**src/hw/rtl/smsr_pkg.sv**
```systemverilog
package smsr_pkg;

    localparam int MaxSamples = 256;
    localparam int AddrW = $clog2(MaxSamples);
    localparam int CntW = AddrW + 1;

    localparam logic [1:0] StOk      = 2'd0;
    localparam logic [1:0] StSingle  = 2'd1;
    localparam logic [1:0] StZero    = 2'd2;
    localparam logic [1:0] StDropped = 2'd3;

    typedef struct packed {
        logic signed [31:0] sample;
        logic               last;
    } t_in_beat;

    typedef struct packed {
        logic signed [31:0] mean;
        logic [31:0]        std_dev;
        logic signed [31:0] rsd_percent;
        logic [8:0]         sample_count;
        logic [1:0]         status;
    } t_out_beat;

    typedef struct packed {
        logic              start;
        logic              is_signed;
        logic [127:0]      dividend;
        logic [63:0]       divisor;
    } t_div_req;

endpackage

```
**src/hw/rtl/smsr_sqrt.sv**
```systemverilog
module smsr_sqrt
    import smsr_pkg::*;
(
    input  logic        i_clk,
    input  logic        i_rst_n,
    input  logic        i_start,
    input  logic [63:0] i_x,
    output logic        o_done,
    output logic [31:0] o_root
);

    logic [63:0] r_x, r_res, r_bit;
    logic        r_busy, r_done;
    logic [63:0] w_sum;

    assign w_sum = r_res + r_bit;

    always_ff @(posedge i_clk) begin
        if (!i_rst_n) begin
            r_busy <= 1'b0;
            r_done <= 1'b0;
        end else begin
            r_done <= 1'b0;
            if (i_start) begin
                r_busy <= 1'b1;
            end else if (r_busy && r_bit == 64'd1) begin
                r_busy <= 1'b0;
                r_done <= 1'b1;
            end
        end
    end

    always_ff @(posedge i_clk) begin
        if (i_start) begin
            r_x   <= i_x;
            r_res <= '0;
            r_bit <= 64'h4000_0000_0000_0000;
        end else if (r_busy) begin
            if (r_x >= w_sum) begin
                r_x   <= r_x - w_sum;
                r_res <= (r_res >> 1) + r_bit;
            end else begin
                r_res <= r_res >> 1;
            end
            r_bit <= r_bit >> 2;
        end
    end

    assign o_done = r_done;
    assign o_root = r_res[31:0];

endmodule

```
**config.mk**
```make
export PLATFORM = sky130hd
export DESIGN_NAME = smsr_sqrt
export DESIGN_NICKNAME = d
export VERILOG_FILES = /design/src/hw/rtl/smsr_pkg.sv /design/src/hw/rtl/smsr_sqrt.sv
export SDC_FILE = /design/constraint.sdc
export NUM_CORES = 1
export LEC_CHECK = 0
export ABC_AREA = 1
export BUFFER_PORTS_ARGS = -buffer_cell sky130_fd_sc_hd__buf_2
export CAP_MARGIN = 20
export CORE_UTILIZATION = 58
export CTS_CLUSTER_DIAMETER = 30
export DETAILED_ROUTE_END_ITERATION = 6
export MAX_ROUTING_LAYER = met4
export PLACE_DENSITY = 0.79
export SLEW_MARGIN = 20
export SYNTH_ARGS = -nofsm -noshare
export SYNTH_HDL_FRONTEND = slang
export SYNTH_SLANG_ARGS = --single-unit
```
**constraint.sdc**
```tcl
create_clock -name i_clk -period 5.34 [get_ports i_clk]
set_clock_uncertainty 0.05 [all_clocks]
set_input_delay 0.801 -clock i_clk [delete_from_list [all_inputs] [get_ports i_clk]]
set_output_delay 0.801 -clock i_clk [all_outputs]
set_load 0.02 [all_outputs]
```
# Yosys cells after proc, flatten, opt, wreduce, memory -nomap -nowiden

Index checks and enable logic that the tools add are counted.

Bits of input ports: 67
Register bits after elaboration: 162
Logic and storage cells: 24
Output and inout port bits: 33

Mux-type cells: 7
Bitwise logic cells: 1
Reduce and logical (&&, ||, !) cells: 6
Equal/unequal tests: 1
$lt $le $gt $ge: 1
$add $sub $neg: 3

Operator list:

| cell                                                              | count |
|---|---|
| 64-bit 2-to-1 mux                                                 | 4 |
| 63-bit by 63-bit adder with 64-bit output                         | 1 |
| 64-bit by 63-bit adder with 64-bit output                         | 1 |
| 64-bit greater-or-equal comparator                                | 1 |
| 64-bit subtractor                                                 | 1 |
| 32-bit by 1-bit == test with 1-bit output (second input constant) | 1 |
| 2-bit nonzero test                                                | 3 |
| 1-bit 2-to-1 mux                                                  | 3 |
| 2-bit AND reduction                                               | 1 |
| 2-bit OR reduction                                                | 1 |
| 1-bit logical AND                                                 | 1 |
| 1-bit inverter                                                    | 1 |

# Depth between registers and ports, before layout

Depth in word-level cells: 5
Mapped depth: 29
Mapped depth without buffers: 28

# Worst setup path before layout

OpenSTA, ideal clock, no wires.

Path kind: register -> register
Start point: register r_bit[14]
End point: register r_x[0] (enable)
Arrival time: 4.532 ns
Setup time: 0.424 ns
Path buffers: 1
Stages on the path, launching flop included: 22
Data required time: 4.866 ns
Period minus slack after synthesis: 5.006 ns
Path slack: 0.334 ns
Cells stage by stage: dfxtp_1 -> ha_1 -> nand2_1 -> o21ai_0 -> nand2_1 -> o21ai_0 -> o21bai_2 -> nand2_1 -> nand2_1 -> nand4_1 -> nand3b_1 -> nand2_1 -> ha_1 -> nand2_1 -> nor3_1 -> nand2_1 -> nor3_2 -> nand2_4 -> nand2_4 -> nand2_4 -> buf_6 -> nand2_1

Longest elaborated chain between the ends: 4

Ends and longest elaborated chain:

| item                                      | line            | source |
|---|---|---|
| start, declared                           | smsr_sqrt.sv:12 | `logic [63:0] r_x, r_res, r_bit;` |
| start signal, assigned                    | smsr_sqrt.sv:45 | `r_bit <= r_bit >> 2;` |
| 64-bit by 63-bit adder with 64-bit output | smsr_sqrt.sv:16 | `assign w_sum = r_res + r_bit;` |
| 64-bit greater-or-equal comparator        | smsr_sqrt.sv:39 | `if (r_x >= w_sum) begin` |
| 2-bit nonzero test (no source line)       | n/a             |  |
| 2-bit AND reduction (no source line)      | n/a             |  |
| end signal, assigned                      | smsr_sqrt.sv:35 | `r_x <= i_x;` |
| end signal, assigned                      | smsr_sqrt.sv:40 | `r_x <= r_x - w_sum;` |
| end, declared                             | smsr_sqrt.sv:12 |  |

No other way between the ends.
A chain may end at the register's enable or synchronous reset.

# Worst setup path in the final report

Start point: register r_res[30]
End point: register r_x[0] (enable)

Longest elaborated chain between the ends: 4

Ends and longest elaborated chain:

| item                                      | line            | source |
|---|---|---|
| start, declared                           | smsr_sqrt.sv:12 |  |
| start signal, assigned                    | smsr_sqrt.sv:41 | `r_res <= (r_res >> 1) + r_bit;` |
| start signal, assigned                    | smsr_sqrt.sv:43 | `r_res <= r_res >> 1;` |
| 64-bit by 63-bit adder with 64-bit output | smsr_sqrt.sv:16 |  |
| 64-bit greater-or-equal comparator        | smsr_sqrt.sv:39 |  |
| 2-bit nonzero test (no source line)       | n/a             |  |
| 2-bit AND reduction (no source line)      | n/a             |  |

No other way between the ends.

==> results.toml <==
[run_status]
outcome = "finished, final reports clean"

[timing]
fin_crit_sh = 0.9472
fin_crit_ns = 5.058
setup_ws_ns = 0.2821
rsz0062_at_grt = "false"
final_hold_viol_count = 0
max_freq_mhz = 197.7
setup_viol = 0
maxSlewViolCount = 0
finalSetupTns_ns = 0
worstMarginPinSlew_ns = 0.9164
timing.slew.headroom = 0.3882

[clocking]
htree_levels = 4
clk_latency_ns = 0.48
path_clk_slew_ns = 0.08
clockBufferDepth = 2
cts.sinks = 162
cts_resized = 0
root_buffer = "clkbuf_16"
cts_setup_buffers = 0
cts_inserted_buffers = 17
cts_tree = "built"
holdBufCountCts = 0

[synthesis]
syn_area_per_cell_um2 = 5.623
synthFlopType = "dfxtp_1"
yosysTopAreaCellShare = 0.2263
netlist_area_mm2 = 0.02004
async_flop_share = 0
synth_cell_types = 50
yosysSeqAreaShare = 0.1938
syn-num-nets = 3762
synth_edf_count = 64
synth_area_leaders = "nand2_1, dfxtp_1, edfxtp_1"
synth_seq_cells = 162
synth_cells = 3564
synth_top_area_cell = "nand2_1"
yosysWarnings = 0

[power]
p_leak_nw = 9.878
p_switching_w = 0.006274
p_clk_frac = 0.114
p_int_w = 0.004963
irDropWorstVdd_uv = 361.0
pwr-share-comb = 0.685
power.density_mw_per_mm2 = 527.4
swShare = 0.5583
power.share.sequential = 0.201

[worst_setup_path]
path_common_cell = "nand2_1"
max_stage_delay_ns = 0.45
path_class = "reg -> reg"
crit_path_max_fanout = 64
cp_slowest_cell = "ha_1"
cp_cell_sequence = "ha_1, nand2_1, o21ai_0, nand2_1, o21ai_0, a21oi_1, o21ai_0, a21oi_1, nand3b_1, nand2_1, ha_1, nand2_1, nor3_1, nand2_1, nor3_2, nand2_4, nand2_4, nand2_4, nand2_2, buf_12"
start_kind = "register"
end_kind = "register"
cp.required_ns = 5.42
crit_arrival_ns = 5.14

[floorplan]
rows = 67
ios = 100
coreArea_mm2 = 0.03378
die_area_mm2 = 0.03530
start_util = 0.5932
fp.dieW_um = 187.9
die_height_um = 187.9

[final_layout]
nets = 3797
fin_area_mm2 = 0.02131
areaGrowthSynthToFinish_pct = 6.325
drive_above_1_share = 0.05620
final_core_util = 0.6307
diodes = 0

[global_routing]
grt_max_degree = 71
grt_pass1_wl_um = 119800
grt_usage = 0.4544
grt_overflow = 0
first_global_vias = 22600
antenna_found_initial = 0

[place]
gp_congestion = 1.082
pre_cts_ws_ns = 0.5286
dpl.hpwl_um = 62630
io_buffer_count = 99
placed_cell_area_mm2 = 0.02074

[run]
cap_violations = 0

[detailed_routing]
drc = 0
first_pass_iters = 6
initialDrtViolationCount = 3301
avgViaCountPerCell = 5.922
vias = 24050
post_drt_wl_per_cell_um = 19.43
wl_um = 78900
drt.antenna.violating_nets = 0

[min_path]
hold_path.class = "reg -> reg"
[layer usage]
layer	up-vias	wire length (µm)	GRT usage
met4	0	5842	0.3074
met2	1464	35960	0.7303
met1	10840	29660	0.5290
li1	11440	-	-
met3	310	7435	0.05952
met5	-	0	-
[cells in the mapped netlist (8+ instances only)]
library cell	count
a21o_1	12
a21oi_1	217
a31oi_1	15
buf_1	10
buf_2	27
buf_4	35
clkbuf_1	36
dfxtp_1	98
edfxtp_1	64
ha_1	130
inv_1	502
nand2_1	1208
nand3_1	280
nand3b_1	26
nand4_1	36
nor2_1	431
nor3_1	44
nor4_1	8
o21ai_0	166
o21ai_1	22
o21bai_1	25
or2_2	18
xnor2_1	48
xor2_1	48
[state kept, by name (all words and copies together) (netlist names)]
signal and count:
o_done 1, r_bit 32, r_busy 1, r_res 64, r_x 64
[final timing paths]
path,startpoint,end,cells after the start,slack (ns)
max,r_res[30],r_x[0],20,0.28
max reg2reg,r_res[30],r_x[0],20,0.28
min reg2reg,r_res[0],r_res[0],2,0.45
min,r_res[0],r_res[0],2,0.45
[worst max-delay path: cells and delay by family, from the launching register on]
family                   cells  cell delay [ns]
AO/OA/AOI/OAI                5             1.32
adder cells (fa/ha/maj)      2             0.83
buffers and inverters        1             0.30
AND/OR/NAND/NOR             12             1.68
flip-flops                   1             0.44
[per-stage QoR]
| step | cells | hold WS (ns) | total power [W] |
|---|---|---|---|
| after global routing | 4060 | 0.4636 | 0.01203 |
| after floorplan | 3564 | 0.4131 | 0.007616 |
| after detailed placement | 4028 | 0.4358 | 0.009647 |
| after CTS | 4060 | 0.4468 | 0.01095 |
| after global placement | 4028 | 0.4217 | 0.009489 |
| final | 4060 | 0.4462 | 0.01124 |
[power groups by stage]
stage,combinational [W],clock (W),sequential (W)
final,0.00770,0.00128,0.00226
after global routing,0.00844,0.00130,0.00229
after CTS,0.00746,0.00127,0.00222
after detailed placement,0.00740,0,0.00225
after global placement,0.00726,0,0.00223
after floorplan,0.00558,0,0.00204
[placed cells by master, fill, tap and decap left out, types with 15 or more instances in the layout]
master        n
nand4_1      36
inv_1       501
o21ai_1      22
nand3_1     280
buf_2        98
or2_2        18
nand3b_1     26
ha_1        130
nand2_1    1207
o21ai_0     166
nor2_1      431
clkbuf_16    17
dfxtp_1      97
nor3_1       44
xor2_1       48
a21oi_1     217
buf_4        27
xnor2_1      48
a31oi_1      15
edfxtp_1     64
o21bai_1     25
[kinds of logic after synthesis]
group                      share of synthesized area
AOI/OAI and AO/OA                             0.1322
buffers and inverters                         0.1255
xor gates and xnor gates                     0.04196
adders and majority gates                    0.08217
and+or+nand+nor                               0.4243
DFF                                           0.1938
[final cells by class]
| cell class | instances | area (µm²) |
|---|---|---|
| clock buffer | 18 | 429.2 |
| clock inverter | 14 | 136.4 |
| fill | 3389 | 12480 |
| inverter | 506 | 1899 |
| multi-input combinational | 2784 | 13640 |
| sequential | 162 | 3885 |
| tap | 448 | 560.5 |
| timing repair buffer | 128 | 753.2 |
No activity file was read; power rests on OpenSTA's default activity.
