### src/hw/rtl/smsr_pkg.sv
package smsr_pkg;

    localparam int MaxSamples = 256;
    localparam int AddrW = $clog2(MaxSamples);
    localparam int CntW = AddrW + 1;

    localparam logic [1:0] StOk      = 2'd0;
    localparam logic [1:0] StSingle  = 2'd1;
    localparam logic [1:0] StZero    = 2'd2;
    localparam logic [1:0] StDropped = 2'd3;

    typedef struct packed {
        logic signed [31:0] sample;
        logic               last;
    } t_in_beat;

    typedef struct packed {
        logic signed [31:0] mean;
        logic [31:0]        std_dev;
        logic signed [31:0] rsd_percent;
        logic [8:0]         sample_count;
        logic [1:0]         status;
    } t_out_beat;

    typedef struct packed {
        logic              start;
        logic              is_signed;
        logic [127:0]      dividend;
        logic [63:0]       divisor;
    } t_div_req;

endpackage

### src/hw/rtl/smsr_divider.sv
module smsr_divider
    import smsr_pkg::*;
(
    input  logic         i_clk,
    input  logic         i_rst_n,
    input  t_div_req     i_req,
    output logic         o_done,
    output logic [127:0] o_quot
);

    logic [127:0] r_q, n_q;
    logic [63:0]  r_rem, n_rem;
    logic [63:0]  r_div;
    logic [7:0]   r_cnt;
    logic         r_busy, r_neg, r_done;
    logic [64:0]  w_trial;
    logic [64:0]  w_shift;

    assign w_shift = {r_rem, r_q[127]};
    assign w_trial = w_shift - {1'b0, r_div};

    always_comb begin
        if (!w_trial[64]) begin
            n_rem = w_trial[63:0];
            n_q   = {r_q[126:0], 1'b1};
        end else begin
            n_rem = w_shift[63:0];
            n_q   = {r_q[126:0], 1'b0};
        end
    end

    always_ff @(posedge i_clk) begin
        if (!i_rst_n) begin
            r_busy <= 1'b0;
            r_done <= 1'b0;
            r_cnt  <= '0;
        end else begin
            r_done <= 1'b0;
            if (i_req.start) begin
                r_busy <= 1'b1;
                r_cnt  <= '0;
            end else if (r_busy) begin
                r_cnt <= r_cnt + 8'd1;
                if (r_cnt == 8'd127) begin
                    r_busy <= 1'b0;
                    r_done <= 1'b1;
                end
            end
        end
    end

    always_ff @(posedge i_clk) begin
        if (i_req.start) begin
            r_rem <= '0;
            if (i_req.is_signed) begin
                r_neg <= i_req.dividend[127] ^ i_req.divisor[63];
                r_q   <= i_req.dividend[127] ? -i_req.dividend : i_req.dividend;
                r_div <= i_req.divisor[63] ? -i_req.divisor : i_req.divisor;
            end else begin
                r_neg <= 1'b0;
                r_q   <= i_req.dividend;
                r_div <= i_req.divisor;
            end
        end else if (r_busy) begin
            r_rem <= n_rem;
            r_q   <= n_q;
        end
    end

    assign o_done = r_done;
    assign o_quot = r_neg ? -r_q : r_q;

endmodule

### config.mk
export PLATFORM = sky130hd
export DESIGN_NAME = smsr_divider
export DESIGN_NICKNAME = d
export VERILOG_FILES = /design/src/hw/rtl/smsr_pkg.sv /design/src/hw/rtl/smsr_divider.sv
export SDC_FILE = /design/constraint.sdc
export NUM_CORES = 1
export LEC_CHECK = 0
export ABC_AREA = 1
export BUFFER_PORTS_ARGS = -buffer_cell sky130_fd_sc_hd__buf_4
export CORE_ASPECT_RATIO = 0.9
export CORE_MARGIN = 1
export CORE_UTILIZATION = 37
export DETAILED_ROUTE_END_ITERATION = 7
export SYNTH_ARGS = -nofsm -noshare
export SYNTH_HDL_FRONTEND = slang
export SYNTH_SLANG_ARGS = --single-unit
### constraint.sdc
create_clock -name i_clk -period 5.2 [get_ports i_clk]
set_clock_uncertainty 0.15 [all_clocks]
set_input_delay 0.26 -clock i_clk [delete_from_list [all_inputs] [get_ports i_clk]]
set_output_delay 0.26 -clock i_clk [all_outputs]
set_load 0.05 [all_outputs]
Word-level counts from Yosys, hierarchy flattened
Index checks and enable logic that the tools add are counted.
{"block": "op_classes", "add_sub_neg": 5, "eq_ne": 1, "muxes": 13, "bitwise": 3, "n_reduce_logical": 3}
{"cell": "$mux W128", "n": 5}
{"cell": "$neg A128 Y128", "n": 2}
{"cell": "$mux W64", "n": 3}
{"cell": "$sub A65 B64 Y65", "n": 1}
{"cell": "$neg A64 Y64", "n": 1}
{"cell": "$add A8 B1 Y8 const B", "n": 1}
{"cell": "$eq A8 B7 Y1 const B", "n": 1}
{"cell": "$mux W1", "n": 5}
{"cell": "$reduce_or A3 Y1", "n": 1}
{"cell": "$not A1 Y1", "n": 2}
{"cell": "$reduce_bool A2 Y1", "n": 1}
{"cell": "$reduce_or A2 Y1", "n": 1}
{"cell": "$xor A1 B1 Y1", "n": 1}
{"block": "totals", "regBits": 267, "input_bits": 196, "out_inout_bits": 129}

Longest topological paths before layout
Gate-level depths: netlist of run 1.
{"block": "logic_depth", "word_depth": 4, "ltp_mapped": 21, "ltp_nobuf": 19}

Worst setup path after synthesis of run 1
Ideal clock, no wire load.
{"block": "synth_path", "path_type": "input -> register", "from": "in i_req[193] in the netlist's numbering", "to": "reg r_q[0] (enable)", "setup_time_ps": 481, "t_arrival_ps": 3265, "required_time_ps": 4569, "setup_slack_ps": 1304, "path_stages": 4, "path_buffers": 2, "path_cell_list": "clkbuf_1 -> nor2_1 -> clkbuf_1 -> inv_1"}
{"block": "synth_via", "elab_chain_len": 1}
{"item": "from (decl)", "line_no": "smsr_divider.sv:6", "rtl": "input t_div_req i_req,"}
{"item": "$reduce_bool A2 Y1 (no source line)"}
{"item": "to (signal assigned)", "line_no": "smsr_divider.sv:57", "rtl": "r_q <= i_req.dividend[127] ? -i_req.dividend : i_req.dividend;"}
{"item": "to (signal assigned)", "line_no": "smsr_divider.sv:61", "rtl": "r_q <= i_req.dividend;"}
{"item": "to (signal assigned)", "line_no": "smsr_divider.sv:66", "rtl": "r_q <= n_q;"}
{"item": "to (decl)", "line_no": "smsr_divider.sv:11", "rtl": "logic [127:0] r_q, n_q;"}
Every way passes these cells.
A chain may end at the register's enable or synchronous reset.

Final worst setup path of run 1
{"block": "layout_path", "from": "reg r_q[2]", "to": "out o_quot[127]"}
{"block": "layout_via", "elab_chain_len": 2}
{"item": "$neg A128 Y128", "line_no": "smsr_divider.sv:71", "rtl": "assign o_quot = r_neg ? -r_q : r_q;"}
{"item": "$mux W128", "line_no": "smsr_divider.sv:71"}
{"item": "to (decl)", "line_no": "smsr_divider.sv:8", "rtl": "output logic [127:0] o_quot"}
Every way passes these cells.

==> flow_summary.yaml, run 1 <==
yosys:
  ys_seq_area_share_pct: 25.6
  postSynth.asyncResetShare_pct: 0
  synthCells: 4792
  syn-mean-instance-area_sq_um: 5.92
  ys.warnings.count: 0
  synth_nets: 5057
  synth-seq-cells: 267
  synth_area_sq_um: 28400
  synth_cell_type_count: 54
  synth_edf_count: 193
  synthFlopType: "edfxtp_1"
power_and_ir_drop:
  ir_worst_vdd_mv: 0.188
  power.density_nw_per_um2: 244
  p_leak_nw: 16.8
setup_path:
  cp-end-kind: "output port"
  cpMaxStageDelayCell: "edfxtp_1"
  path_common_cell: "nand3_1"
  cp.arrival_ps: 3610
  crit_type: "flip-flop to output port"
  cp-start-kind: "flip-flop"
  crit_fanout: 5
  path_cells: "inv_2 -> nand3_1 -> nor2_1 -> nand3_2 -> nor2_2 -> nand2_1 -> nor2_2 -> nand3_1 -> nand2_2 -> nand2_2 -> nor2_4 -> nand3_1 -> nand2_1 -> buf_4"
  worstPathRequired_ps: 4790
  max_stage_delay_ps: 460
  worst-r2r-setup-slack_ps: 1550
drt:
  drc: 0
  first_pass_iters: 6
  route.vias.total: 32021
  wire_per_inst_microns: 20.5
  ant_nets: 0
  wl_microns: 128000
  drt-initial-drc-count: 3162
  via_per_inst: 5.15
timing:
  tightest_slew_ps: 1100
  finalHoldViolations: 0
  tns_ps: 0
  fin_crit_sh_pct: 77.2
  slew_headroom_pct: 26.5
  rsz0062_at_grt: "no"
  holdWs_ps: 17.1
  fin_crit_ps: 4020
  max_freq_ghz: 0.249
  setup_viol: 0
  slew_violations: 0
final_layout:
  final_area_sq_um: 34000
  fill_cells: 8203
  nets: 5442
  drive_gt1_share_pct: 9.40
  areaGrowthSynthToFinish_pct: 19.8
floorplanning:
  fp-row-count: 95
  core-area_sq_um: 75200
  die_area_sq_um: 77800
  start_util_pct: 37.7
  die_y_microns: 265
  dieWidth_microns: 294
  pin_count: 325
clock_network:
  clk_pin_slew_ps: 70
  cts_buffers: 34
  cts_sinks: 267
  cts_resized: 0
  cts_tree: "yes"
  cts_root_buffer: "clkbuf_16"
  post_cts_buffers: 0
  clk_latency_ps: 560
  cts_hold_buf: 98
  htreeDepth: 2
  cts_buffer_depth: 3
global_route:
  grt-ovfl-total: 0
  antenna_found_initial: 5
  grt_pass1_vias: 29635
  grt_max_degree: 99
  grt_usage_pct: 31.9
  grt_pass1_wl_microns: 186000
flow_run:
  maxCapViolations: 0
placement:
  place_area_sq_um: 31800
  gp_congestion: 1.02
  dpl.hpwl_microns: 107000
  port_buffers: 324
run_status:
  status: "complete, no violations"
hold_path:
  hold_path_class: "input port to flip-flop"
-- routing by layer --
layer	GRT usage, %	part of all wire (%)
met5	0	0.0070
met1	44.4	45
met4	12.2	4.1
met3	3.04	6.7
met2	50.7	44
-- path summary, 6_finish.rpt --
check | startpoint | end | depth (start not counted)
max | r_q[2] | o_quot[127] | 14
min | i_req[86] | r_q[22] | 3
max reg2reg | r_q[127] | r_rem[37] | 20
min reg2reg | r_rem[26] | r_rem[26] | 2
-- registers in the layout (all words and copies together) (netlist names) --
signal / cells
r_busy: 1
r_rem: 64
r_q: 128
o_done: 1
r_div: 64
r_cnt: 8
r_neg: 1
-- through the flow --
stage	power, mW	worst slack (ps)	std cells	utilization (%)
6_report	8.30	1180	6221	45.2
5_1_grt	8.57	1110	6218	45.2
4_1_cts	8.29	1250	6218	45.2
3_5_place_dp	5.60	1550	6061	42.3
3_3_place_gp	5.60	1690	6061	42.3
2_1_floorplan	4.45	1300	4792	-
-- report_power, final --
group          switching, mW  leakage (nW)  internal [mW]  total, mW
clock                  0.987         0.586           1.63       2.62
sequential             0.157          2.54           2.52       2.68
combinational           2.17          13.7          0.827       3.00
total                   3.32          16.8           4.98       8.30
-- cell usage in the layout (no fill, tap or decap), types with 7 or more instances in the layout --
cell,instances
o21ai_0,224
nand4_1,203
inv_1,908
dlygate4sd3_1,98
xnor2_1,52
ha_1,68
nor2_4,9
clkbuf_16,36
nor2_1,540
edfxtp_1,193
nor4_1,31
nand3b_1,17
a21oi_1,76
nor2_2,19
o31ai_1,11
or2_2,11
a31oi_1,11
nand2_2,26
inv_2,8
nor3_1,52
o21ai_1,12
nand3_1,352
dfxtp_1,74
nand2_1,1535
bufinv_16,7
buf_4,344
xor2_1,222
-- cells by family (layout without fill, tap and decap cells) --
family	count (synthesis)	count (layout)	synth area share [%]
and+or+nand+nor	2815	2815	42.4
buffers and inverters	1014	1422	13.9
AOI/OAI and AO/OA	352	352	6.59
xor gates and xnor gates	274	274	8.45
DFF	267	267	25.6
adders and majority gates	69	69	3.07
muxes	1	1	0.0353
other	0	3	0
-- area by class of cell --
cell class | instances | area [sq um] | area share [%]
Tap cell | 1018 | 1270 | 3.75
Timing Repair Buffer | 444 | 3590 | 10.6
Clock buffer | 43 | 947 | 2.79
Inverter | 919 | 3450 | 10.2
Sequential cell | 267 | 7280 | 21.4
Multi-Input combinational cell | 3511 | 17200 | 50.6
Antenna cell | 3 | 7.51 | 0.0221
Clock inverter | 16 | 256 | 0.754
-- Yosys cell counts (all sizes together) (31+ instances only) --
cell type | count | area share, %
ha | 68 | 3.0
clkbuf | 58 | 0.77
dfxtp | 74 | 5.2
nor4 | 31 | 0.68
a21oi | 79 | 1.4
nand4 | 203 | 4.5
xor2 | 222 | 6.8
xnor2 | 52 | 1.6
edfxtp | 193 | 20
nor2 | 568 | 7.9
inv | 918 | 12
nand2 | 1565 | 21
nor3 | 55 | 1.0
o21ai | 239 | 4.3
nand3 | 355 | 6.3
buf | 37 | 0.95
-- critical path: cells and delay by family (launching register included) --
family	cells	cell delay (ps)
AND/OR/NAND/NOR	12	2230
flip-flops	1	460
buffers and inverters	2	350
No activity file was read; power rests on OpenSTA's default activity.
==> run 2: changes to the inputs <==
--- a/config.mk
+++ b/config.mk
@@ -5,7 +5,7 @@
 export SDC_FILE = /design/constraint.sdc
 export NUM_CORES = 1
 export LEC_CHECK = 0
-export ABC_AREA = 1
+export ABC_AREA = 0
 export BUFFER_PORTS_ARGS = -buffer_cell sky130_fd_sc_hd__buf_4
 export CORE_ASPECT_RATIO = 0.9
 export CORE_MARGIN = 1
==> constraint.sdc (replaced) <==
create_clock -name i_clk -period 3.7 [get_ports i_clk]
set_clock_uncertainty 0.15 [all_clocks]
set_input_delay 0.185 -clock i_clk [delete_from_list [all_inputs] [get_ports i_clk]]
set_output_delay 0.185 -clock i_clk [all_outputs]
set_load 0.05 [all_outputs]
==> flow_summary.yaml, run 2 <==
yosys:
  synthTopCellsByCount: "325 x nor2_1, 258 x a21oi_1, 244 x xnor2_1"
  synthAdderAreaFrac_pct: 4.04
  syn-mean-instance-area_sq_um: 8.20
  synthCells: 2632
  yosys.area.top_type: "edfxtp_1"
  synth_cell_type_count: 75
  ys_seq_area_share_pct: 33.7
  synth_top_area_share_pct: 26.9
  ys.warnings.count: 0
  synth.area.top_cells: "edfxtp_1 27%, xnor2_1 9.9%, dfxtp_1 6.9%"
  synth_edf_count: 193
  synth_top_family_by_area: "simple AND/OR/NAND/NOR gates"
  synth_area_sq_um: 21600
  synth_compound_area_share_pct: 20.1
  synthSimpleGateAreaFrac_pct: 22.0
  synth_nets: 2897
  postSynth.asyncResetShare_pct: 0
  synthFlopType: "edfxtp_1"
  synth_xor_xnor_area_share_pct: 14.8
  synth-seq-cells: 267
  synth.area.mux_share_pct: 1.32
  yosysMostFrequentCell: "nor2_1"
final_layout:
  final_cell_mix: "561 x buf_4, 323 x nor2_1, 252 x a21oi_1"
  largest_reg_flops: 128
  layout_commonest_cell: "buf_4"
  diodes: 0
  reg.largest.list: "r_q x128, r_div x64, r_rem x64"
  nets: 3674
  regMostFlops: "r_q"
  drive_gt1_share_pct: 27.2
  areaGrowthSynthToFinish_pct: 49.2
  final_area_sq_um: 32200
placement:
  port_buffers: 324
  dpl.hpwl_microns: 60000
  place_area_sq_um: 26800
  gp_congestion: 0.943
timing:
  setup_viol: 92
  setup_slack_ps: -947
  finalHoldViolations: 0
  slew_headroom_pct: 0.468
  tightest_slew_ps: 1490
  max_freq_ghz: 0.215
  slew_violations: 0
  tns_ps: -46620
  rsz0062_at_grt: "yes"
  fin_crit_ps: 4650
  fin_crit_sh_pct: 126
drt:
  route.vias.total: 23118
  ant_nets: 0
  wl_microns: 80600
  wire_per_inst_microns: 19.2
  first_pass_iters: 6
  via_per_inst: 5.51
  drt-initial-drc-count: 1822
  drc: 0
clock_network:
  clk_latency_ps: 600
  cts_tree: "yes"
  cts_root_buffer: "clkbuf_16"
  cts_buffer_depth: 3
  cts_buffers: 31
  clk_pin_slew_ps: 60
  htreeDepth: 1
  cts_sinks: 267
floorplanning:
  die_area_sq_um: 59300
  fp-row-count: 83
  start_util_pct: 37.6
  die_y_microns: 231
  dieWidth_microns: 257
  pin_count: 325
  core-area_sq_um: 57300
setup_path:
  cp-start-kind: "flip-flop"
  cp.arrival_ps: 4310
  worstPathRequired_ps: 3370
  worst-r2r-setup-slack_ps: 110
  cp-end-kind: "output port"
  crit_fanout: 5
  max_stage_delay_ps: 550
  cpMaxStageDelayCell: "or4_4"
  crit_type: "flip-flop to output port"
  path_cells: "or4_4 -> or4_4 -> nor4_4 -> nand4_4 -> nor4_4 -> buf_4 -> nand3_4 -> or3_4 -> buf_4 -> o41ai_2 -> buf_4 -> xnor2_2 -> buf_6"
  path_common_cell: "buf_4"
global_route:
  antenna_found_initial: 1
  grt_max_degree: 144
  grt_pass1_vias: 22485
  grt_pass1_wl_microns: 124000
  grt_usage_pct: 26.0
  grt-ovfl-total: 0
power_and_ir_drop:
  p_leak_nw: 12.7
  power.density_nw_per_um2: 369
  ir_worst_vdd_mv: 0.367
run_status:
  failed_checks: "setup timing"
  status: "finished, violations left"
hold_path:
  hold_path_class: "input port to flip-flop"
flow_run:
  maxCapViolations: 0
[run 2: critical path: cells and delay by family, from the launching register on]
family / cells / cell delay, ps
buffers and inverters: 4 / 730
DFF: 1 / 390
AOI/OAI and AO/OA: 1 / 260
xor gates and xnor gates: 1 / 110
and+or+nand+nor: 7 / 2220
[run 2: per-layer routing]
layer  GRT usage [%]  part of all wire, %  vias up
met5               0                0.016        -
met4            8.28                  3.0        2
met3            2.79                  5.8      148
met2            43.7                   47      858
met1            35.0                   44    10973
li1                -                    -    11137
[run 2: cell type report]
cell class                 count  area [sq um]
clock inverter                18           225
sequential                   267          7280
clock buffer                  40           820
multi-input combinational   2133         15000
timing repair buffer         870          7490
inverter                     106           404
fill                        5174         25100
tap                          765           957
[run 2: through the flow]
stage                     setup slack (ps)  power, mW  hold slack, ps  cells  utilization [%]
after floorplan                       -242       6.58             134   2632                -
final                                 -947       11.9            38.8   4199             56.1
after CTS                             -952       11.8            18.1   4180             54.8
after global routing                 -1080       12.4            24.3   4199             56.1
after detailed placement              -470       8.14             266   3865             46.8
after global placement                -395       8.11             261   3865             46.8
[run 2: worst paths after layout]
path | from | end | depth (start not counted)
worst max register to register | r_div[0] | r_rem[56] | 14
worst min register to register | r_rem[56] | r_rem[56] | 2
worst max-delay path | r_q[27] | o_quot[113] | 13
worst min-delay path | i_req[151] | r_q[87] | 3
[run 2: logic make-up (layout without fill, tap and decap cells)]
group                      after synthesis  after routing
buffers and inverters                  232           1034
and+or+nand+nor                        982            982
AOI/OAI and AO/OA                      691            691
DFF                                    267            267
muxes                                   26             26
adders and majority gates               69             69
xor gates and xnor gates               365            365
[run 2: repair_timing]
action                     in CTS  in global routing
gates resized for setup       215                124
pin swaps                      75                 70
hold buffers                  235                  0
setup buffers                  26                 21
hold endpoints to repair      219                  0
setup endpoints to repair     148                201
cloned                          1                  0
[run 2: report_power, final]
part	total [mW]	switching (mW)	internal (mW)
logic	4.78	2.87	1.92
registers	3.87	0.294	3.57
clock network	3.23	1.32	1.90
